## src/hdl/gsp_pkg.sv

```systemverilog
`timescale 1ns / 1ps

package gsp_pkg;

    // Fixed fractional width of the playback phase and of rate_step (rate_step is Q8.16).
    localparam int FRAC_BITS = 16;
    localparam int SAMPLE_W  = 16;
    localparam int WADDR_W   = 12;
    localparam int RATE_W    = 24;
    localparam int LEN_W     = 13;
    localparam int CFG_IDX_W = 2;
    localparam int CFG_DATA_W = 24;

    localparam logic [RATE_W-1:0] RATE_STEP_RESET = RATE_W'(65536);
    localparam logic [LEN_W-1:0]  SAMPLE_LENGTH_RESET = '0;
    localparam logic              LOOP_ENABLE_RESET = 1'b0;

    typedef enum logic [CFG_IDX_W-1:0] {
        CFG_RATE_STEP     = 2'd0,
        CFG_SAMPLE_LENGTH = 2'd1,
        CFG_LOOP_ENABLE   = 2'd2,
        CFG_UNUSED        = 2'd3
    } cfg_index_t;

    typedef enum logic [1:0] {
        MODE_WRITE = 2'd0,
        MODE_GATE  = 2'd1,
        MODE_TICK  = 2'd2,
        MODE_NONE  = 2'd3
    } item_mode_t;

    typedef enum logic [1:0] {
        VOICE_IDLE   = 2'd0,
        VOICE_ATTACK = 2'd1,
        VOICE_DECAY  = 2'd2
    } voice_state_t;

    typedef struct packed {
        item_mode_t                  mode;
        logic [WADDR_W-1:0]          write_address;
        logic signed [SAMPLE_W-1:0]  sample_value;
        logic                        gate_on;
    } in_item_t;

    typedef struct packed {
        logic signed [SAMPLE_W-1:0]  audio_out;
        voice_state_t                voice_state;
    } out_item_t;

    // Per-tick information handed from the voice control to the output stage.
    typedef struct packed {
        logic          valid;
        logic          in_range;
        voice_state_t  voice_state;
    } tick_info_t;

endpackage

```

## src/hdl/gsp_out_stage.sv

```systemverilog
`timescale 1ns / 1ps

module gsp_out_stage (
    input  logic                                clk,
    input  logic                                rst_n,
    input  gsp_pkg::tick_info_t                 tick,
    input  logic signed [gsp_pkg::SAMPLE_W-1:0] rd_data,
    output logic                                in_hold,
    output logic                                result_valid,
    input  logic                                result_stall,
    output gsp_pkg::out_item_t                  result
);
    import gsp_pkg::*;

    logic          s1_valid_reg;
    logic          s1_valid_next;
    logic          s1_in_range_reg;
    voice_state_t  s1_state_reg;
    logic          out_valid_reg;
    logic          out_valid_next;
    out_item_t     out_reg;
    logic          s1_adv;

    // The read stage moves on whenever the result register is free or being taken.
    always_comb
    begin
        s1_adv         = s1_valid_reg && (!out_valid_reg || !result_stall);
        in_hold        = s1_valid_reg && !s1_adv;
        s1_valid_next  = tick.valid || (s1_valid_reg && !s1_adv);
        out_valid_next = s1_adv || (out_valid_reg && result_stall);
    end

    always_ff @(posedge clk or negedge rst_n)
    begin
        if (!rst_n)
        begin
            s1_valid_reg  <= 1'b0;
            out_valid_reg <= 1'b0;
        end
        else
        begin
            s1_valid_reg  <= s1_valid_next;
            out_valid_reg <= out_valid_next;
        end
    end

    always_ff @(posedge clk)
    begin
        if (tick.valid)
        begin
            s1_in_range_reg <= tick.in_range;
            s1_state_reg    <= tick.voice_state;
        end
        if (s1_adv)
        begin
            out_reg.audio_out   <= s1_in_range_reg ? rd_data : '0;
            out_reg.voice_state <= s1_state_reg;
        end
    end

    assign result_valid = out_valid_reg;
    assign result       = out_reg;

    assert property (@(posedge clk) disable iff (!rst_n)
        in_hold |-> (s1_valid_reg && out_valid_reg && result_stall))
        else $error("input held without a full result path");

    assert property (@(posedge clk) disable iff (!rst_n)
        in_hold |=> (s1_valid_reg && $stable(s1_state_reg) && $stable(s1_in_range_reg)))
        else $error("held read stage lost its contents");

    assert property (@(posedge clk) disable iff (!rst_n)
        s1_adv |=> result_valid)
        else $error("advanced tick did not reach the result register");

    assert property (@(posedge clk) disable iff (!rst_n)
        tick.valid |-> !in_hold)
        else $error("tick entered a held read stage");

endmodule

```

## config.mk

```make
export PLATFORM = sky130hd
export DESIGN_NAME = gsp_out_stage
export DESIGN_NICKNAME = d
export VERILOG_FILES = /design/src/hdl/gsp_pkg.sv /design/src/hdl/gsp_out_stage.sv
export SDC_FILE = /design/constraint.sdc
export NUM_CORES = 1
export LEC_CHECK = 0
export BUFFER_PORTS_ARGS = -buffer_cell sky130_fd_sc_hd__clkbuf_2
export CAP_MARGIN = 10
export CORE_MARGIN = 1
export CORE_UTILIZATION = 40
export CTS_CLUSTER_DIAMETER = 100
export DETAILED_ROUTE_END_ITERATION = 8
export GPL_TIMING_DRIVEN = 0
export HOLD_SLACK_MARGIN = 0.03
export PLACE_DENSITY_LB_ADDON = 0.25
export SLEW_MARGIN = 20
export SYNTH_ARGS = -nofsm -noshare
export SYNTH_HDL_FRONTEND = slang
export SYNTH_SLANG_ARGS = --single-unit
```

## constraint.sdc

```tcl
create_clock -name clk -period 4.3 [get_ports clk]
set_clock_uncertainty 0.15 [all_clocks]
set_input_delay 0.43 -clock clk [delete_from_list [all_inputs] [get_ports clk]]
set_output_delay 0.43 -clock clk [all_outputs]
set_load 0.01 [all_outputs]
```

Word-level counts from Yosys, hierarchy flattened:

Index checks and enable logic that the tools add are counted.

* register bits: 23
* output and inout port bits: 20
* word-level logic and storage cells: 15

* reduce and logical (&&, ||, !) cells: 9

Operator list (number)
* $logic_and A1 B1 Y1: 3
* $logic_not A1 Y1: 3
* $logic_or A1 B1 Y1: 3

Longest topological paths before layout:

Gate-level depths: netlist of the first run.

* depth in word-level cells: 6
* depth in mapped cells: 2
* depth with buffers taken out: 1

Worst setup path before layout of the first run:

OpenSTA, ideal clock, no wires.

* path kind: register to register
* start: register out_valid_reg (netlist: result_valid)
* end: register out_reg (netlist bit result[0]), enable pin
* library setup time: 421 ps
* data arrival time: 1824 ps
* data required time: 3729 ps
* setup slack: 1905 ps
* cell stages (with the launch flop): 2
* path buffers: 0
* cell sequence: dfrtp_1 > a21boi_0

* word-level cells in the longest chain between the ends: 3

Ends and longest elaborated chain
* start: declaration: RTL line gsp_out_stage.sv:19 `logic out_valid_reg;`
* start signal: assignment: RTL line gsp_out_stage.sv:43 `out_valid_reg <= out_valid_next;`
* $logic_not A1 Y1: RTL line gsp_out_stage.sv:27 `s1_adv = s1_valid_reg && (!out_valid_reg || !result_stall);`
* $logic_or A1 B1 Y1: RTL line gsp_out_stage.sv:27
* $logic_and A1 B1 Y1: RTL line gsp_out_stage.sv:27
* via s1_adv: RTL line gsp_out_stage.sv:22 `logic s1_adv;`
* end: declaration: RTL line gsp_out_stage.sv:21 `out_item_t out_reg;`

The timed path passes the listed nets, and every way through them passes these cells.
A chain may end at the register's enable or synchronous reset.

Worst setup path in the final report of the first run:

* start: register out_valid_reg (netlist: result_valid)
* end: output in_hold

* word-level cells in the longest chain between the ends: 5

Ends and longest elaborated chain
* $logic_not A1 Y1: RTL line gsp_out_stage.sv:27
* $logic_or A1 B1 Y1: RTL line gsp_out_stage.sv:27
* $logic_and A1 B1 Y1: RTL line gsp_out_stage.sv:27
* $logic_not A1 Y1: RTL line gsp_out_stage.sv:28 `in_hold = s1_valid_reg && !s1_adv;`
* $logic_and A1 B1 Y1: RTL line gsp_out_stage.sv:28
* end: declaration: RTL line gsp_out_stage.sv:8 `output logic in_hold,`

Every way passes these cells.

==> out/results.tsv, run 1 <==
stage	metric	value	unit
place	dp_hpwl	1.01	mm
die	die_w	47.7	um
clock_tree	htreeDepth	1	
finish	largest_register_ffs	18	
die	start_util	42.7	%
synth	synth.distinct_cells	9	
die	fp-row-count	16	
detailed_routing	wire_per_inst	10.5	um
synth	synth_seq_cells	23	
finish	multi_input_area	149	um2
global_routing	antenna_found_initial	0	
synth	seq_area_frac_synth	81.3	%
finish	syn_to_final_growth	35.3	%
clock_tree	clock-root-buffer	clkbuf_4	
die	core_area	1960	um2
synth	syn_area	837	um2
synth	synth_top_flop_cell	edfxtp_1	
die	ios	43	
clock_tree	cts_buffers	3	
global_routing	grt_usage	12.8	%
sta	hold_violations	0	
clock_tree	path_clk_slew	0.11	ns
sta	period_share	37.6	%
finish	final_cells	119	
clock_tree	cts_sinks	23	
global_routing	grt-ovfl-total	0	
global_routing	grt_max_degree	16	
synth	synth-async-reset-ratio	8.70	%
die	dieArea	2280	um2
place	place.gp.congestion	0.717	
power	pwr_density_cell	371	nW/um2
detailed_routing	ant_nets	0	
synth	synth_nets	67	
worst_hold_path	min_path_type	primary input to register	
run_status	status	finished, final reports clean	
sta	rsz0062_at_grt	false	
sta	finalSetupTns	0	ns
synth	synth_warnings	0	
synth	synth-edff-count	21	
setup_path	start_kind	register	
clock_tree	clk_latency	0.29	ns
finish	nets	116	
finish	final_cell_area	1130	um2
synth	yosys.area.top_type_share	75.3	%
synth	post_synth.cell_area_avg	19.0	um2
global_routing	use_met1	10.8	%
sta	max_slew_margin	81.1	%
power	vdd_ir_drop_max	0.205	mV
job	maxCapViolations	0	
finish	seq_area	681	um2
setup_path	end_kind	primary output	
finish	drive_gt1_share	66.3	%
global_routing	top_usage_layer	met2	
detailed_routing	via_per_inst	4.44	
detailed_routing	routed_wl	1.25	mm
global_routing	grt_use_met3	3.77	%
finish	nFillCells	180	
sta	maxSlewViolCount	0	
clock_tree	cts_tree	built	
setup_path	arrival	1.04	ns
power	leakage	0.503	nW
place	port_buffers	42	
clock_tree	clockBufferDepth	2	
synth	yosys-top-cells-count	21 x edfxtp_1, 12 x and2_2, 4 x and2_1	
global_routing	grt_first_pass_wirelength	1.87	mm
sta	max_slew.worst_pin.slew	0.282	ns
detailed_routing	vias	528	
synth	yosysMostFrequentCell	edfxtp_1	
detailed_routing	drt_iter0_markers	4	
synth	ys_top_cells_by_area	edfxtp_1 75%, and2_2 11%, dfrtp_1 6.0%	
sta	fmax	619	MHz
detailed_routing	drc	0	
finish	num_antenna_cells	0	
global_routing	use_met2	23.5	%
sta	whs	0.158	ns
synth	synth_top_cell_by_area	edfxtp_1	
setup_path	worstSetupPathType	register to primary output	
clock_tree	postCtsSetupBuffers	0	
synth	synth_cells	44	
setup_path	cp_max_fo	5	
global_routing	grt_pass1_vias	503	
die	fp.dieH	47.7	um
sta	post-route-min-period	1.62	ns
sta	setup_viol	0	
finish	fin_util	57.7	%
setup_path	crit_required	3.72	ns
place	placed_cell_area	1100	um2
place	place_inst	114	
detailed_routing	first_pass_iters	4	
[cell families (layout without fill, tap and decap cells)]
group | count (synthesis) | after routing | share of synthesized area (%)
simple gates | 17 | 17 | 14.5
flops | 23 | 23 | 81.3
buf+inv | 1 | 49 | 1.35
compound gates | 3 | 3 | 2.84
[worst max-delay path: stages (launching register included)]
cell and delay (ns):
dfrtp_1 0.44, and3_1 0.18, clkbuf_2 0.12
[final timing paths]
kind | start | endpoint | slack [ns] | depth (start not counted)
worst max register to register | result_valid | result[8] | 2.90 | 2
worst min register to register | s1_state_reg[1] | result[1] | 0.28 | 0
max in group asynchronous | rst_n | result_valid | 3.62 | 2
worst min-delay path | tick[0] | s1_state_reg[0] | 0.16 | 1
worst max-delay path | result_valid | in_hold | 2.68 | 2
min in group asynchronous | rst_n | s1_valid_reg | 0.29 | 2
[stage by stage]
stage / setup WS (ns) / total power [mW]
after floorplan: 1.91 / 0.303
after global placement: 1.40 / 0.329
after detailed placement: 2.81 / 0.333
after CTS: 2.67 / 0.425
after global routing: 2.59 / 0.443
final: 2.68 / 0.420
[what timing repair did]
item | CTS | global route
hold endpoints to repair | 2 | 0
resized for setup | 0 | 0
endpoints found under the setup margin | 0 | 0
hold buffers | 1 | 0
[routing by layer]
metal	share of wire, %	routed length, um	vias to the layer above
li1	-	-	254
met4	1.8	23	0
met3	4.9	61	2
met1	32	396	253
met2	61	769	19
met5	0	0	-
[layout make-up]
| cell class | instances | area share (%) |
|---|---|---|
| plain buffers | 1 | 0.994 |
| clock buffers | 4 | 2.32 |
| multi-input cells | 20 | 13.1 |
| flip-flops and latches | 23 | 60.1 |
| well taps | 27 | 2.98 |
| repair buffers | 44 | 20.4 |
[layout by cell type (no fill, tap or decap)]
master / count
clkbuf_1: 1
a21boi_2: 1
dlygate4sd3_1: 1
clkbuf_4: 3
clkbuf_2: 42
and2_2: 12
a31o_2: 1
and2_1: 4
dfrtp_1: 2
a21o_1: 1
and3_1: 1
buf_6: 2
edfxtp_1: 21
[power breakdown]
group | total [mW] | leakage (nW) | internal [mW] | switching, mW
combinational | 0.0544 | 0.259 | 0.0283 | 0.0261
clock | 0.0927 | 0.0150 | 0.0360 | 0.0566
sequential | 0.272 | 0.228 | 0.266 | 0.00632
total | 0.420 | 0.503 | 0.330 | 0.0891
(Power assumes the default switching activity.)
==> run 2, diff against run 1 <==
==> constraint.sdc (replaced) <==
create_clock -name clk -period 1.7 [get_ports clk]
set_clock_uncertainty 0.15 [all_clocks]
set_input_delay 0.17 -clock clk [delete_from_list [all_inputs] [get_ports clk]]
set_output_delay 0.17 -clock clk [all_outputs]
set_load 0.01 [all_outputs]
==> out/results.tsv, run 2 (same netlist as run 1, synthesis figures left out) <==
stage	metric	value	unit
run_status	status	finished, final reports clean	
finish	layout_commonest_cell	clkbuf_2	
clock_tree	cts_sinks	23	
sta	rsz0062_at_grt	false	
power	pwr_density_cell	823	nW/um2
finish	final_cell_area	1350	um2
sta	finalSetupTns	0	ns
global_routing	top_usage_layer	met2	
setup_path	rr_startpoint	result_valid	
detailed_routing	drt_iter0_markers	3	
place	place_inst	113	
global_routing	grt_usage	16.3	%
setup_path	worst_r2r_path_depth	1	
die	ios	43	
setup_path	cp-endpoint	result[15]	
setup_path	start_kind	primary input	
setup_path	rr_endpoint	result[15]	
clock_tree	htreeDepth	1	
finish	num_antenna_cells	0	
finish	drive_gt1_share	54.0	%
sta	maxSlewViolCount	0	
detailed_routing	routed_wl	1.60	mm
power	leakage	0.593	nW
detailed_routing	first_pass_iters	3	
global_routing	grt_max_degree	19	
setup_path	crit_required	1.50	ns
clock_tree	path_clk_slew	0.12	ns
setup_path	end_kind	register	
setup_path	ff2ff_setup_slack	0.21	ns
sta	hold_violations	0	
die	dieArea	2280	um2
sta	max_slew.worst_pin.slew	0.574	ns
sta	fmax	642	MHz
power	vdd_ir_drop_max	0.503	mV
place	dp_hpwl	968	um
clock_tree	cts_tree	built	
finish	syn_to_final_growth	61.6	%
finish	nFillCells	161	
sta	setup_viol	0	
finish	multi_input_area	156	um2
detailed_routing	ant_nets	0	
detailed_routing	wire_per_inst	11.4	um
setup_path	worstSetupPathType	primary input to register	
place	placed_cell_area	1080	um2
detailed_routing	vias	626	
clock_tree	clockBufferDepth	2	
global_routing	antenna_found_initial	0	
job	maxCapViolations	0	
clock_tree	clk_latency	0.30	ns
sta	post-route-min-period	1.56	ns
detailed_routing	drc	0	
global_routing	grt_first_pass_wirelength	2.42	mm
finish	nets	137	
die	start_util	42.7	%
die	die_w	47.7	um
place	port_buffers	42	
die	core_area	1960	um2
setup_path	arrival	1.36	ns
clock_tree	clock-root-buffer	clkbuf_4	
finish	largest_register_ffs	18	
setup_path	startpoint	result_stall	
global_routing	grt-ovfl-total	0	
finish	layout_common_cells	42 x clkbuf_2, 23 x dlygate4sd3_1, 21 x edfxtp_1	
place	place.gp.congestion	0.718	
clock_tree	postCtsSetupBuffers	0	
global_routing	use_met2	29.7	%
sta	max_slew_margin	61.6	%
global_routing	use_met1	15.0	%
detailed_routing	via_per_inst	4.47	
worst_hold_path	min_path_type	register to register	
setup_path	cp_max_fo	18	
die	fp.dieH	47.7	um
finish	seq_area	681	um2
clock_tree	cts_buffers	3	
die	fp-row-count	16	
finish	fin_util	68.9	%
global_routing	grt_pass1_vias	615	
global_routing	grt_use_met3	5.66	%
sta	period_share	91.6	%
power	p_total	1.11	mW
finish	final_cells	140	
run 2: cell types whose count changed in the layout (fill, tap and decap cells not counted):
cell and change:
a21boi_4 +1, clkinvlp_4 +1, a21boi_2 -1, clkbuf_1 -1, buf_6 -1, dlygate4sd3_1 +22
run 2: repair_timing:
item                       4_1_cts  5_1_grt
hold endpoints to repair        26        0
resized for setup                1        0
setup endpoints to repair       18        0
hold buffers                    23        0
run 2: worst min-delay path by stage:
| stage | endpoint | start | slack, ns | cells after the start |
|---|---|---|---|---|
| 4_1_cts | result[0] | s1_state_reg[0] | 0.29 | 0 |
| 5_1_grt | result[1] | s1_state_reg[1] | 0.29 | 0 |
| 3_3_place_gp | s1_valid_reg | rst_n | -0.19 | 1 |
| 3_5_place_dp | s1_valid_reg | rst_n | -0.19 | 1 |
| 6_report | result[0] | s1_state_reg[0] | 0.29 | 0 |
| 2_1_floorplan | result_valid | rst_n | -0.28 | 0 |
run 2: metal layers:
metal  vias up  share of wire, %
li1        299                 -
met1       296                33
met2        27                60
met3         4               4.7
met4         0               2.1
met5         -                 0
run 2: cell type report:
| type | instances | area share, % |
|---|---|---|
| plain buffers | 1 | 0.833 |
| clock buffers | 3 | 1.67 |
| clock inverters | 1 | 0.555 |
| multi-input cells | 20 | 11.6 |
| flip-flops and latches | 23 | 50.3 |
| well taps | 27 | 2.50 |
| repair buffers | 65 | 32.6 |
run 2: through the flow:
step	worst slack [ns]	hold WS (ns)
floorplan	0.155	-0.276
global placement	0.0313	-0.192
detailed placement	0.00766	-0.192
CTS	0.153	0.286
global route	0.107	0.290
finish	0.143	0.288
run 2: power breakdown:
part           internal (mW)  switching (mW)
registers              0.674          0.0177
clock network         0.0895           0.155
logic                  0.102          0.0750
total                  0.865           0.248
run 2: critical path, stage by stage:
cell and delay (ns):
dlygate4sd3_1 0.53, clkbuf_2 0.15, a21boi_4 0.50
==> run 3, diff against run 2 <==
--- a/config.mk
+++ b/config.mk
@@ -6,7 +6,6 @@
 export NUM_CORES = 1
 export LEC_CHECK = 0
 export BUFFER_PORTS_ARGS = -buffer_cell sky130_fd_sc_hd__clkbuf_2
-export CAP_MARGIN = 10
 export CORE_MARGIN = 1
 export CORE_UTILIZATION = 40
 export CTS_CLUSTER_DIAMETER = 100
==> constraint.sdc (replaced) <==
create_clock -name clk -period 1.9 [get_ports clk]
set_clock_uncertainty 0.15 [all_clocks]
set_input_delay 0.19 -clock clk [delete_from_list [all_inputs] [get_ports clk]]
set_output_delay 0.19 -clock clk [all_outputs]
set_load 0.01 [all_outputs]
==> out/results.tsv, run 3 (same netlist as run 1, synthesis figures left out) <==
stage	metric	value	unit
die	fp.dieH	47.7	um
clock_tree	cts_tree	built	
finish	layout_commonest_cell	clkbuf_2	
die	fp-row-count	16	
detailed_routing	drt_iter0_markers	4	
sta	finalSetupTns	0	ns
clock_tree	hold_buffers	22	
setup_path	start_kind	primary input	
finish	drive_gt1_share	54.0	%
setup_path	cp_max_fo	18	
power	vdd_ir_drop_max	0.452	mV
setup_path	cp-endpoint	result[15]	
place	port_buffers	42	
clock_tree	cts_sinks	23	
sta	rsz0062_at_grt	false	
clock_tree	clk_latency	0.30	ns
place	dp_hpwl	968	um
global_routing	antenna_found_initial	0	
setup_path	max_stage_delay	0.74	ns
run_status	status	finished, final reports clean	
setup_path	rr_startpoint	result_valid	
finish	num_antenna_cells	0	
sta	max_slew.worst_pin.slew	0.922	ns
clock_tree	cts-resized-gates	0	
global_routing	grt_first_pass_wirelength	2.39	mm
setup_path	crit_chain	dlygate4sd3_1, clkbuf_2, a21boi_2	
die	start_util	42.7	%
setup_path	crit_required	1.69	ns
clock_tree	path_clk_slew	0.12	ns
setup_path	rr_endpoint	result[15]	
setup_path	ff2ff_setup_slack	0.21	ns
setup_path	arrival	1.61	ns
global_routing	grt_usage	16.0	%
finish	layout_common_cells	42 x clkbuf_2, 23 x dlygate4sd3_1, 21 x edfxtp_1	
worst_hold_path	min_path_type	register to register	
clock_tree	postCtsSetupBuffers	0	
detailed_routing	wire_per_inst	11.3	um
sta	period_share	95.7	%
global_routing	grt-ovfl-total	0	
sta	fmax	550	MHz
setup_path	startpoint	result_stall	
global_routing	grt_pass1_vias	602	
finish	nets	137	
finish	fin_util	68.6	%
clock_tree	clock-root-buffer	clkbuf_4	
place	place.gp.congestion	0.718	
global_routing	grt_max_degree	19	
sta	max_slew_margin	38.2	%
power	leakage	0.587	nW
sta	setup_viol	0	
setup_path	worstSetupPathType	primary input to register	
setup_path	worst_r2r_path_depth	1	
die	ios	43	
detailed_routing	vias	628	
detailed_routing	first_pass_iters	3	
clock_tree	clockBufferDepth	2	
clock_tree	htreeDepth	1	
finish	largest_register_ffs	18	
die	dieArea	2280	um2
clock_tree	cts_buffers	3	
sta	post-route-min-period	1.82	ns
power	pwr_density_cell	740	nW/um2
setup_path	end_kind	register	
setup_path	critPathSlowestCell	a21boi_2	
detailed_routing	ant_nets	0	
die	core_area	1960	um2
detailed_routing	drc	0	
detailed_routing	routed_wl	1.58	mm
finish	syn_to_final_growth	60.7	%
sta	maxSlewViolCount	0	
detailed_routing	via_per_inst	4.49	
job	maxCapViolations	0	
die	die_w	47.7	um
sta	hold_violations	0	
==> run 3: power by group <==
part	internal, mW	switching (mW)	leakage, nW	total [mW]
Sequential	0.603	0.0150	0.228	0.618
Clock	0.0801	0.141	0.0139	0.221
Combinational	0.0896	0.0667	0.345	0.156
==> run 3: layout make-up <==
type / instances / area, um2
fill: 164 / 617
timing repair buffer: 65 / 440
tap: 27 / 33.8
multi-input combinational: 20 / 149
sequential: 23 / 681
buffer: 1 / 11.3
clock buffer: 3 / 22.5
clock inverter: 1 / 7.51
==> run 3: critical path, delay by kind of cell <==
family                 cells  cell delay, ns
buffers and inverters      2            0.67
AOI/OAI and AO/OA          1            0.74
==> run 3: how the worst min path moves through the flow <==
| stage | startpoint | end | slack [ns] | cells after the start |
|---|---|---|---|---|
| 4_1_cts | rd_data[7] | result[9] | 0.03 | 2 |
| 3_3_place_gp | rst_n | s1_valid_reg | -0.17 | 1 |
| 2_1_floorplan | rst_n | result_valid | -0.26 | 0 |
| 5_1_grt | s1_state_reg[1] | result[1] | 0.29 | 0 |
| 6_report | s1_state_reg[0] | result[0] | 0.29 | 0 |
| 3_5_place_dp | rst_n | s1_valid_reg | -0.17 | 1 |
==> run 3: stage by stage <==
step | std cells | hold slack [ns] | setup slack (ns) | total power [mW] | cell area, um2
after floorplan | 44 | -0.256 | 0.355 | 0.685 | 841
after global placement | 113 | -0.172 | 0.231 | 0.744 | 1080
after detailed placement | 113 | -0.172 | 0.208 | 0.748 | 1080
after CTS | 139 | 0.0348 | 0.0763 | 1.00 | 1340
after global routing | 140 | 0.290 | 0.0173 | 1.05 | 1350
final | 140 | 0.289 | 0.0822 | 0.995 | 1350
==> run 3: metal layers <==
metal	vias to the layer above	GRT usage, %	part of all wire, %
li1	296	-	-
met1	301	15.0	33
met2	25	28.9	60
met3	6	5.66	4.3
met4	0	10.6	2.6
met5	-	0	0
