--- config.mk ---
export PLATFORM = sky130hd
export DESIGN_NAME = gsp_voice
export DESIGN_NICKNAME = d
export VERILOG_FILES = /design/src/hdl/gsp_pkg.sv /design/src/hdl/gsp_voice.sv
export SDC_FILE = /design/constraint.sdc
export NUM_CORES = 1
export LEC_CHECK = 0
export BUFFER_PORTS_ARGS = -buffer_cell sky130_fd_sc_hd__clkbuf_2
export CORE_MARGIN = 5
export CORE_UTILIZATION = 40
export CTS_BUF_LIST = sky130_fd_sc_hd__clkbuf_8
export DETAILED_ROUTE_END_ITERATION = 7
export RECOVER_POWER = 25
export SYNTH_ARGS = -nofsm -noshare
export SYNTH_HDL_FRONTEND = slang
export SYNTH_SLANG_ARGS = --single-unit
--- constraint.sdc ---
create_clock -name clk -period 9.6 [get_ports clk]
set_input_delay 1.92 -clock clk [delete_from_list [all_inputs] [get_ports clk]]
set_output_delay 1.92 -clock clk [all_outputs]
set_load 0.1 [all_outputs]
--- src/hdl/gsp_pkg.sv ---
`timescale 1ns / 1ps

package gsp_pkg;

    // Fixed fractional width of the playback phase and of rate_step (rate_step is Q8.16).
    localparam int FRAC_BITS = 16;
    localparam int SAMPLE_W  = 16;
    localparam int WADDR_W   = 12;
    localparam int RATE_W    = 24;
    localparam int LEN_W     = 13;
    localparam int CFG_IDX_W = 2;
    localparam int CFG_DATA_W = 24;

    localparam logic [RATE_W-1:0] RATE_STEP_RESET = RATE_W'(65536);
    localparam logic [LEN_W-1:0]  SAMPLE_LENGTH_RESET = '0;
    localparam logic              LOOP_ENABLE_RESET = 1'b0;

    typedef enum logic [CFG_IDX_W-1:0] {
        CFG_RATE_STEP     = 2'd0,
        CFG_SAMPLE_LENGTH = 2'd1,
        CFG_LOOP_ENABLE   = 2'd2,
        CFG_UNUSED        = 2'd3
    } cfg_index_t;

    typedef enum logic [1:0] {
        MODE_WRITE = 2'd0,
        MODE_GATE  = 2'd1,
        MODE_TICK  = 2'd2,
        MODE_NONE  = 2'd3
    } item_mode_t;

    typedef enum logic [1:0] {
        VOICE_IDLE   = 2'd0,
        VOICE_ATTACK = 2'd1,
        VOICE_DECAY  = 2'd2
    } voice_state_t;

    typedef struct packed {
        item_mode_t                  mode;
        logic [WADDR_W-1:0]          write_address;
        logic signed [SAMPLE_W-1:0]  sample_value;
        logic                        gate_on;
    } in_item_t;

    typedef struct packed {
        logic signed [SAMPLE_W-1:0]  audio_out;
        voice_state_t                voice_state;
    } out_item_t;

    // Per-tick information handed from the voice control to the output stage.
    typedef struct packed {
        logic          valid;
        logic          in_range;
        voice_state_t  voice_state;
    } tick_info_t;

endpackage

--- src/hdl/gsp_voice.sv ---
`timescale 1ns / 1ps

module gsp_voice #(
    parameter int DEPTH = 4096,
    parameter int ADDR_W = 12
) (
    input  logic                               clk,
    input  logic                               rst_n,
    input  logic                               accept,
    input  gsp_pkg::in_item_t                  item,
    input  logic                               cfg_we,
    input  logic [gsp_pkg::CFG_IDX_W-1:0]      cfg_index,
    input  logic [gsp_pkg::CFG_DATA_W-1:0]     cfg_data,
    output logic                               mem_wr_en,
    output logic [ADDR_W-1:0]                  mem_wr_addr,
    output logic                               mem_rd_en,
    output logic [ADDR_W-1:0]                  mem_rd_addr,
    output gsp_pkg::tick_info_t                tick
);
    import gsp_pkg::*;

    localparam int IDX_W   = ADDR_W + 1;
    localparam int PHASE_W = IDX_W + FRAC_BITS;
    localparam int SUM_W   = ((PHASE_W > RATE_W) ? PHASE_W : RATE_W) + 1;
    localparam logic [SUM_W-1:0] LIMIT = SUM_W'(DEPTH) << FRAC_BITS;

    logic [RATE_W-1:0]  rate_reg;
    logic [LEN_W-1:0]   length_reg;
    logic               loop_reg;
    logic [PHASE_W-1:0] phase_reg;
    logic [PHASE_W-1:0] phase_next;
    voice_state_t       state_reg;
    voice_state_t       state_next;

    logic [IDX_W-1:0]   idx;
    logic [IDX_W-1:0]   len_clamp;
    logic               in_range;
    logic [SUM_W-1:0]   sum;
    logic [SUM_W-1:0]   sum_sat;
    logic [SUM_W-1:0]   end_pos;
    logic               hit_end;
    logic               is_tick;

    always_ff @(posedge clk or negedge rst_n)
    begin
        if (!rst_n)
        begin
            rate_reg   <= RATE_STEP_RESET;
            length_reg <= SAMPLE_LENGTH_RESET;
            loop_reg   <= LOOP_ENABLE_RESET;
        end
        else if (cfg_we)
        begin
            unique case (cfg_index_t'(cfg_index))
                CFG_RATE_STEP:     rate_reg   <= cfg_data[RATE_W-1:0];
                CFG_SAMPLE_LENGTH: length_reg <= cfg_data[LEN_W-1:0];
                CFG_LOOP_ENABLE:   loop_reg   <= cfg_data[0];
                CFG_UNUSED:        ;
            endcase
        end
    end

    // Phase datapath: read index, range check and the saturating advance.
    always_comb
    begin
        idx       = phase_reg[PHASE_W-1:FRAC_BITS];
        len_clamp = (32'(length_reg) > 32'(DEPTH)) ? IDX_W'(DEPTH) : IDX_W'(length_reg);
        in_range  = (state_reg == VOICE_ATTACK) && (idx < len_clamp);
        sum       = SUM_W'(phase_reg) + SUM_W'(rate_reg);
        sum_sat   = (sum > LIMIT) ? LIMIT : sum;
        end_pos   = SUM_W'(len_clamp) << FRAC_BITS;
        hit_end   = (sum_sat >= end_pos);
        is_tick   = accept && (item.mode == MODE_TICK);
    end

    // Next state.
    always_comb
    begin
        state_next = state_reg;
        if (accept)
        begin
            unique case (item.mode)
                MODE_GATE:
                begin
                    if (item.gate_on)
                        state_next = VOICE_ATTACK;
                    else if (state_reg != VOICE_IDLE)
                        state_next = VOICE_DECAY;
                end
                MODE_TICK:
                begin
                    unique case (state_reg)
                        VOICE_ATTACK:
                            if (hit_end && !loop_reg)
                                state_next = VOICE_DECAY;
                        VOICE_DECAY:
                            state_next = VOICE_IDLE;
                        default:
                            state_next = state_reg;
                    endcase
                end
                MODE_WRITE, MODE_NONE: ;
            endcase
        end
    end

    // Outputs of the state machine: phase update, memory access, tick info.
    always_comb
    begin
        phase_next = phase_reg;
        if (is_tick)
        begin
            unique case (state_reg)
                VOICE_ATTACK:
                    phase_next = (hit_end && loop_reg) ? '0 : PHASE_W'(sum_sat);
                VOICE_DECAY:
                    phase_next = '0;
                default:
                    phase_next = phase_reg;
            endcase
        end

        mem_wr_en   = accept && (item.mode == MODE_WRITE)
                      && (32'(item.write_address) < 32'(DEPTH));
        mem_wr_addr = ADDR_W'(item.write_address);
        mem_rd_en   = is_tick && in_range;
        mem_rd_addr = idx[ADDR_W-1:0];

        tick.valid       = is_tick;
        tick.in_range    = in_range;
        tick.voice_state = state_next;
    end

    always_ff @(posedge clk or negedge rst_n)
    begin
        if (!rst_n)
        begin
            state_reg <= VOICE_IDLE;
            phase_reg <= '0;
        end
        else
        begin
            state_reg <= state_next;
            phase_reg <= phase_next;
        end
    end

    assert property (@(posedge clk) disable iff (!rst_n)
        (is_tick && state_reg == VOICE_DECAY) |=> (state_reg == VOICE_IDLE && phase_reg == '0))
        else $error("decay tick did not return the voice to idle");

    assert property (@(posedge clk) disable iff (!rst_n)
        (phase_reg <= PHASE_W'(LIMIT)))
        else $error("phase exceeded its saturation limit");

    assert property (@(posedge clk) disable iff (!rst_n)
        mem_rd_en |-> (32'(idx) < 32'(DEPTH)))
        else $error("sample read outside memory");

endmodule

Word-level counts from Yosys, hierarchy flattened
Cells that the tools add are included.

storage, ports and cells
  flip-flop bits (word level) = 69
  input port bits = 61
  output and inout bits = 30
  logic and storage cells = 41

operators by class
  add/subtract/negate cells = 1
  $lt $le $gt $ge = 4
  eq/ne operators = 6
  muxes and demuxes = 10
  reductions and logical operators = 15

operators with widths
  operator              count
  $pmux 29 s2           1
  $add 29x24->30        1
  $ge 30x29->1          1
  $gt 30x29->1 const B  1
  $mux 30               1
  $mux 29               1
  $gt 13x13->1 const B  1
  $lt 13x13->1          1
  $mux 13               1
  $mux 2                4
  $pmux 2 s2            2
  $reduce_and 2->1      4
  $eq 2x1->1 const B    3
  $eq 2x2->1 const B    3
  $logic_and 1x1->1     6
  $logic_not 2->1       2
  $reduce_bool 2->1     2
  $logic_not 1->1       1

Longest topological paths before layout
Gate-level depths: netlist (run 1).

  depth in word-level cells = 9
  gate-level depth with buffers = 24
  depth with buffers taken out = 22

Worst setup path after synthesis (run 1)
No wires, ideal clock.

  path kind = register to output
  from = register rate_reg[9]
  to = output tick[0] in the netlist's numbering
  arrival time = 6287 ps
  required time = 7680 ps
  slack = 1393 ps
  cell stages (with the launch flop) = 21
  buffers on the path = 2
  cell sequence = dfrtp_1 > ha_1 > clkbuf_1 > a31oi_4 > or3_1 > o2111ai_1 > a21oi_1 > o21ai_0 > o31a_1 > clkbuf_1 > nor2_1 > ha_1 > nor2b_1 > o21a_1 > o21a_1 > o211ai_1 > a221o_1 > nand3_1 > inv_1 > a211oi_1 > o311ai_1

RTL lines
  what                    line             source
  start, declared         gsp_voice.sv:27  logic [RATE_W-1:0] rate_reg;
  start signal, assigned  gsp_voice.sv:55  CFG_RATE_STEP: rate_reg <= cfg_data[RATE_W-1:0];
  end, declared           gsp_voice.sv:18  output gsp_pkg::tick_info_t tick

==> impl_summary.md, run 1 <==
Placement
The total half-perimeter wirelength after legalization and detailed placement is 10,300 um. The port buffer count is 50. The congestion estimate from routability-driven global placement came to 0.913. Before CTS, the worst setup slack after placement is 2.11 ns.

Critical path
The arrival time at the worst endpoint is 6.02 ns. At the worst endpoint, the required time is 7.68 ns. The type of the worst setup path is reg2out. The internal reg-to-reg setup slack is 3.17 ns. The endpoint class of the critical path is a primary output.

In this run the worst path has a maximum fanout of 5. The maximum cell stage delay along the critical path is 0.51 ns. STA classifies the critical path startpoint as a flop. The critical path's slowest cell is sky130_fd_sc_hd__or4_1. The critical path goes through ha_1, inv_1, fa_1, nand2b_1, a211oi_1, or2_1, a21oi_1, xnor2_1, or4_1, nor4_1, nand4b_1, o21ai_0, and2_1, ha_1, o21a_1, o211ai_1, a221o_1, nand3_1, inv_1, a211oi_1, o31a_1, clkbuf_2.

Floorplan
The floorplan step defined a core boundary enclosing 13,100 um^2. The vertical die dimension is 125 um. Once the floorplan was initialized, standard cells occupied 40.5% of the core.

The floorplan step set the die width to 125 um. During I/O placement, the number of pins put on the boundary was 91. The die covers 15,700 um^2. In this run the core area contains 42 standard-cell rows.

Logic synthesis
Of the synthesized area, sequential elements account for 32.5%. After synthesis, the netlist uses 71 different library cells. Yosys printed 0 warnings. Sorting the synthesized cells by area gives the leading types as sky130_fd_sc_hd__dfrtp_1 32%, sky130_fd_sc_hd__ha_1 13%, sky130_fd_sc_hd__mux2_2 7.8%. Of the total synthesized cell area, the portion taken by full adders, half adders and majority gates is 13.5%. The dominant synthesized flop cell is sky130_fd_sc_hd__dfrtp_1. The number of synthesized register bits is 69. When the netlist entered floorplanning its net count stood at 675. The cell count after synthesis came out at 557. The portion of netlist area occupied by mux cells is 7.83%. Ranked by instance count, the synthesized netlist is headed by 68 x sky130_fd_sc_hd__dfrtp_1, 56 x sky130_fd_sc_hd__ha_1, 49 x sky130_fd_sc_hd__nand2_1, 37 x sky130_fd_sc_hd__mux2_2.

The share of the synthesized netlist area taken by xor and xnor gates is 3.95%. The synthesized netlist devotes 20.0% of its cell area to compound gates. The area fraction of the dominant cell type after synthesis is 32.0%.

By area, the combinational part of the netlist is dominated by compound AO/OA/AOI/OAI gates. The post-synthesis area per instance is 9.55 um^2. The synthesized netlist devotes 15.2% of its cell area to simple gates. The number of flops mapped to enable cells by yosys is 0. Counting flops with an async set or reset pin after synthesis yields a share of 100%. The most used standard cell by instance count after synthesis is sky130_fd_sc_hd__dfrtp_1. The combined area of all synthesized cells is 5320 um^2.

The biggest area contributor in the post-synthesis netlist is sky130_fd_sc_hd__dfrtp_1.

Clock tree
The maximum level of the CTS H-tree is 3. The clock latency on the worst-skew pair is 0.39 ns. The number of buffers inserted to repair setup after CTS is 0. The number of clock buffers inserted by TritonCTS is 9. The number of clock sinks is 69. The clock transition at the register clock pins on the worst setup and hold paths after CTS is 0.08 ns.

Gates resized during post-CTS repair numbered 0. TritonCTS built the clock tree. The tree is rooted in a sky130_fd_sc_hd__clkbuf_8.

The maximum clock insertion buffer count is 2. For this design, the CTS-stage hold fixing added 0 buffers.

STA
Setup repair after global routing left no endpoint under its margin. The final worst slack is 1.66 ns. The peak clock frequency supported by timing is 126 MHz.

Between clock sinks in the finished design, the worst skew comes to 0.0165 ns. The count of endpoints failing hold in the final timing report came to 0. The transition time of the tightest slew-check pin is 3.75 ns. In this run the tightest slew margin relative to its limit is -150%. The final setup TNS is 0 ns.

Setup violations remaining at the end of the flow were counted as 0. The final critical path time including I/O delays and setup is 7.94 ns. The final count of pins violating max slew is 95. Dividing the final minimum period by the clock period gives 82.7%.

Detailed routing
The total wire length is 13,300 um. After detailed routing, the number of remaining DRC violations is 0. The number of detailed-routing iterations run before antenna repair is 4. The count of nets left with antenna violations after detail routing is 0. The count of vias placed by the detailed router is 4,283. The via count normalized by instance count is 5.67.

The average routed wire per standard cell is 17.6 um. The detailed router finished its first iteration with 402 violations.

Power and ir drop
The power per cell area is 354 nW/um^2. The reported leakage power is 2.62 nW. The total design power is 2.03 mW. IR analysis of the VDD net gives a maximum drop of 0.0000930 V.

Min path
In this run the worst hold path is classified as reg2reg.

Outcome
The checks that failed: max-capacitance violations, max-slew violations. The run finished, with violations left.

Layout
The multi-input combinational cells in the finished layout cover a total of 3230 um^2. The fraction of final layout cells sized beyond drive strength 1 is 19.9%. The total number of nets in the final design is 692. Fill cells in the final layout number 1,304. The number of inserted diodes is 0. The utilization of the core after routing is 43.6%. From synthesis to final layout, the design area changed by 7.62%.

The number of flip-flops under the largest register name is 29. The combined flip-flop and latch cell area is 1730 um^2.

Run
The max-capacitance violation count is 2.

Global route
The via count of the first global-routing pass is 4,459. After global routing the overflow that remains totals 0. The total track usage is 17.6%.

The first-pass GRT wire length is 22,500 um. The maximum number of pins on one net before global-route repair is 70. The number of antenna violations at the first check in global routing was 0.
==> kinds of logic after synthesis <==
family                   count (synthesis)
AO/OA/AOI/OAI                          145
XOR/XNOR                                24
adder cells (fa/ha/maj)                 57
buffers and inverters                   68
flip-flops                              69
multiplexers                            37
AND/OR/NAND/NOR                        157
==> metal layers <==
| layer | vias up | GRT usage, % | wire [um] |
|---|---|---|---|
| li1 | 2068 | - | - |
| met1 | 2089 | 21.4 | 5720 |
| met2 | 108 | 30.7 | 6670 |
| met3 | 18 | 2.81 | 563 |
| met4 | 0 | 7.78 | 315 |
| met5 | - | 0 | 0 |
==> stage by stage <==
stage,std cells,instance area [um^2],hold slack (ns)
after floorplan,557,5320,0.477
after global placement,739,5530,0.492
after detailed placement,739,5530,0.494
after CTS,755,5730,0.520
after global routing,755,5720,0.531
final,755,5720,0.518
==> layout by cell type (no fill, tap or decap), types with 4 or more instances in the layout <==
cell	n
sky130_fd_sc_hd__nor3_1	7
sky130_fd_sc_hd__a22o_1	24
sky130_fd_sc_hd__a21o_1	14
sky130_fd_sc_hd__o211ai_1	6
sky130_fd_sc_hd__nand2_1	49
sky130_fd_sc_hd__nand3_1	10
sky130_fd_sc_hd__xnor2_1	14
sky130_fd_sc_hd__nor4_1	4
sky130_fd_sc_hd__nor2b_1	10
sky130_fd_sc_hd__clkbuf_8	9
sky130_fd_sc_hd__nand4_1	8
sky130_fd_sc_hd__o21ai_0	21
sky130_fd_sc_hd__inv_1	21
sky130_fd_sc_hd__mux2_2	37
sky130_fd_sc_hd__o41ai_1	4
sky130_fd_sc_hd__dfrtp_1	68
sky130_fd_sc_hd__nor2_1	30
sky130_fd_sc_hd__xor2_1	10
sky130_fd_sc_hd__o21ai_1	6
sky130_fd_sc_hd__and2_1	11
sky130_fd_sc_hd__clkbuf_2	48
sky130_fd_sc_hd__a21oi_1	30
sky130_fd_sc_hd__ha_1	56
sky130_fd_sc_hd__nor3b_1	4
==> final timing paths <==
check | start | endpoint | depth (start not counted)
min in group asynchronous | rst_n | rate_reg[12] | 2
max in group asynchronous | rst_n | phase_reg[25] | 2
max reg2reg | rate_reg[0] | phase_reg[3] | 22
min reg2reg | phase_reg[14] | phase_reg[14] | 1
min | phase_reg[14] | phase_reg[14] | 1
max | rate_reg[0] | tick[1] | 22
==> layout make-up <==
type,count,area share [%]
clock buffers,9,2.16
clock inverters,7,1.44
inverters,21,1.38
multi-input cells,420,56.4
flip-flops and latches,69,30.2
well taps,176,3.85
repair buffers,53,4.61
==> report_power, final <==
group / internal, mW / switching (mW) / total, mW
Combinational: 0.479 / 0.841 / 1.32
Clock: 0.124 / 0.135 / 0.259
Sequential: 0.373 / 0.0749 / 0.448
Total: 0.977 / 1.05 / 2.03
==> worst max-delay path: cells and delay by family, from the launching register on <==
family          cells  cell delay [ns]
simple gates        7             2.04
xor+xnor            1             0.16
buf+inv             3             0.56
fa+ha+maj           3             0.72
compound gates      8             1.79
flops               1             0.36
(Power assumes the default switching activity.)
==> inputs of run 2 (changes only) <==
clock period = 7.7 ns   (was 9.6 ns; I/O delays follow)
==> run 2 against run 1 <==
  * The run still ends with max-capacitance violations, max-slew violations left
  * Final cell count is 0.13% higher
  * Utilization up 0.20 points
  * First-iteration DRC count down 17%
  * Via count rose by 0.42%
  * Sequential power up 25%
  * Largest power group unchanged
==> impl_summary.md, run 2 (synthesis results as in run 1) <==
Outcome
The final reports fail on max-capacitance violations, max-slew violations. The flow ran to the end, but the final reports show violations.

STA
Setup repair after global routing left no endpoint under its margin. After routing, the total negative slack on setup checks comes to 0 ns. At the pin with the least slew margin, the transition time is 3.77 ns.

Setup violations remaining at the end of the flow were counted as 0. The count of endpoints failing hold in the final timing report was 0. The final count of pins violating max slew was 70.

Timing would allow up to 135 MHz. The clock skew is 0.0116 ns. In this run the tightest slew margin relative to its limit is -151%. The portion of the clock cycle consumed by the worst path in the final layout is 95.8%. The final critical path time including I/O delays and setup is 7.38 ns.

Layout
Fill cells in the final layout number 1,259. In the layout the commonest cells are 68 x sky130_fd_sc_hd__dfrtp_1, 56 x sky130_fd_sc_hd__ha_1, 49 x sky130_fd_sc_hd__nand2_1, 47 x sky130_fd_sc_hd__clkbuf_2, 37 x sky130_fd_sc_hd__mux2_2. The finished cells cover 5750 um^2. The register with the most flip-flops in the layout has 29 of them. The number of inserted diodes is 0.

The final layout contains 693 nets. The area added between synthesis and finish is 8.12%. The commonest non-fill, non-tap cell in the layout is sky130_fd_sc_hd__dfrtp_1. The fraction of final layout cells sized beyond drive strength 1 is 20.7%.

Global route
The total track usage is 17.4%. The maximum number of pins on one net before global-route repair is 70. The first global-routing pass estimated 22,400 um of wire. The total overflow left after global routing is 0. The number of antenna violations at the first check in global routing was 0.

The via count of the first global-routing pass is 4,529.

Placement
Summing all placed instances gives a cell area of 5540 um^2. The port buffer count is 50. The global placement routability congestion is 0.895. The total half-perimeter wirelength after legalization and detailed placement is 10,300 um.

Critical path
The arrival time at the worst endpoint is 5.84 ns. The highest net fanout along the worst path is 16. The critical path is of the reg2out type. The worst endpoint required time is 6.16 ns. The sort of element at the start of the critical path is a flop. The endpoint class of the critical path is a primary output.

Power and ir drop
The worst vdd rail ir drop is 0.000134 V. Dividing total power by cell area gives a power density of 441 nW/um^2. The reported leakage power is 2.63 nW.

Floorplan
The number of top-level pins is 91. The effective utilization at floorplan is 40.5%. The die is 125 um wide.

The area enclosed by the die boundary is 15,700 um^2. The site row count is 42. The region available for standard cell placement spans 13,100 um^2. From bottom edge to top edge, the die measures 125 um.

Detailed routing
After detailed routing, the number of remaining DRC violations is 0. Detailed routing inserted a total of 4,301 vias. For this run, the detailed router's first-pass iteration total came to 5. The via count normalized by instance count is 5.69. The DRC violation total after the first TritonRoute iteration is 334. After detailed routing, the total wire length is 13,400 um. The count of nets left with antenna violations after detail routing is 0. In the final routed layout, each cell accounts on average for 17.7 um.

Run
The max-capacitance violation count is 1.

Clock tree
The number of clock buffers inserted by TritonCTS is 9. Clock latency on the worst-skew pair, taken at its later pin, is 0.36 ns. The maximum clock insertion buffer count is 2. The clock transition at the register clock pins on the worst setup and hold paths after CTS is 0.08 ns. The tree built by TritonCTS fans out to 69 sinks.

TritonCTS built the clock tree. The maximum level of the CTS H-tree is 3. CTS placed an instance of sky130_fd_sc_hd__clkbuf_8 at the clock tree root.

Min path
The min-delay analysis places its worst path in the category reg2reg.
-- run 2: worst paths after layout --
check                      slack, ns        endpoint            from  depth (start not counted)
min in group asynchronous       2.57   phase_reg[24]           rst_n                          2
hold / removal                  0.52  length_reg[11]  length_reg[11]                          1
setup / recovery                0.32         tick[0]     rate_reg[9]                         20
max in group asynchronous       3.01    phase_reg[8]           rst_n                          2
hold reg to reg                 0.52  length_reg[11]  length_reg[11]                          1
setup reg to reg                1.74    phase_reg[2]     rate_reg[9]                         21
-- run 2: final cells by class --
cell class                 count  area, um^2  area share, %
clock buffer                   9         124           2.15
sequential                    69        1730           30.0
clock inverter                 7        76.3           1.33
timing repair buffer          54         278           4.83
inverter                      21        78.8           1.37
tap                          176         220           3.83
multi-input combinational    420        3250           56.4
-- run 2: power by group --
group / internal [mW] / total, mW / switching, mW
registers: 0.466 / 0.559 / 0.0929
logic: 0.603 / 1.67 / 1.07
clock network: 0.150 / 0.306 / 0.155
total: 1.22 / 2.53 / 1.32
-- run 2: metal layers --
metal | wire length [um] | share of wire [%] | vias up | track usage (%)
met4 | 393 | 2.9 | 0 | 7.46
li1 | - | - | 2064 | -
met2 | 6630 | 50 | 101 | 30.3
met1 | 5820 | 44 | 2103 | 21.3
met3 | 506 | 3.8 | 33 | 2.64
met5 | 0 | 0 | - | 0
-- run 2: timing repair --
| item | in CTS | in global routing |
|---|---|---|
| setup buffers | 0 | 0 |
| resized for setup | 1 | 2 |
| setup endpoints to repair | 1 | 2 |
| hold buffers | 0 | 0 |
-- run 2: worst max-delay path, cell delays in order, from the launching register on --
cell	delay, ns
sky130_fd_sc_hd__dfrtp_1	0.39
sky130_fd_sc_hd__ha_1	0.54
sky130_fd_sc_hd__a21o_1	0.30
sky130_fd_sc_hd__a31oi_4	0.06
sky130_fd_sc_hd__or3_1	0.39
sky130_fd_sc_hd__o2111ai_1	0.35
sky130_fd_sc_hd__a21oi_1	0.25
sky130_fd_sc_hd__o21ai_0	0.24
sky130_fd_sc_hd__o31a_1	0.56
sky130_fd_sc_hd__nor2_1	0.14
sky130_fd_sc_hd__ha_1	0.34
sky130_fd_sc_hd__nor2b_1	0.14
sky130_fd_sc_hd__o21a_1	0.17
sky130_fd_sc_hd__o21a_1	0.17
sky130_fd_sc_hd__o211ai_1	0.18
sky130_fd_sc_hd__a221o_1	0.18
sky130_fd_sc_hd__nand3_1	0.10
sky130_fd_sc_hd__inv_1	0.07
sky130_fd_sc_hd__a211oi_1	0.10
sky130_fd_sc_hd__o311ai_2	0.30
sky130_fd_sc_hd__clkbuf_2	0.51
-- run 2: through the flow --
| step | cells | power, mW | hold WS (ns) | setup slack (ns) | utilization [%] |
|---|---|---|---|---|---|
| after floorplan | 557 | 1.92 | 0.477 | 0.821 | - |
| after global placement | 740 | 2.17 | 0.493 | 0.553 | 42.2 |
| after detailed placement | 740 | 2.21 | 0.498 | 0.419 | 42.2 |
| after CTS | 756 | 2.53 | 0.520 | 0.106 | 43.7 |
| after global routing | 756 | 2.75 | 0.532 | 0.00138 | 43.8 |
| final | 756 | 2.53 | 0.517 | 0.320 | 43.8 |
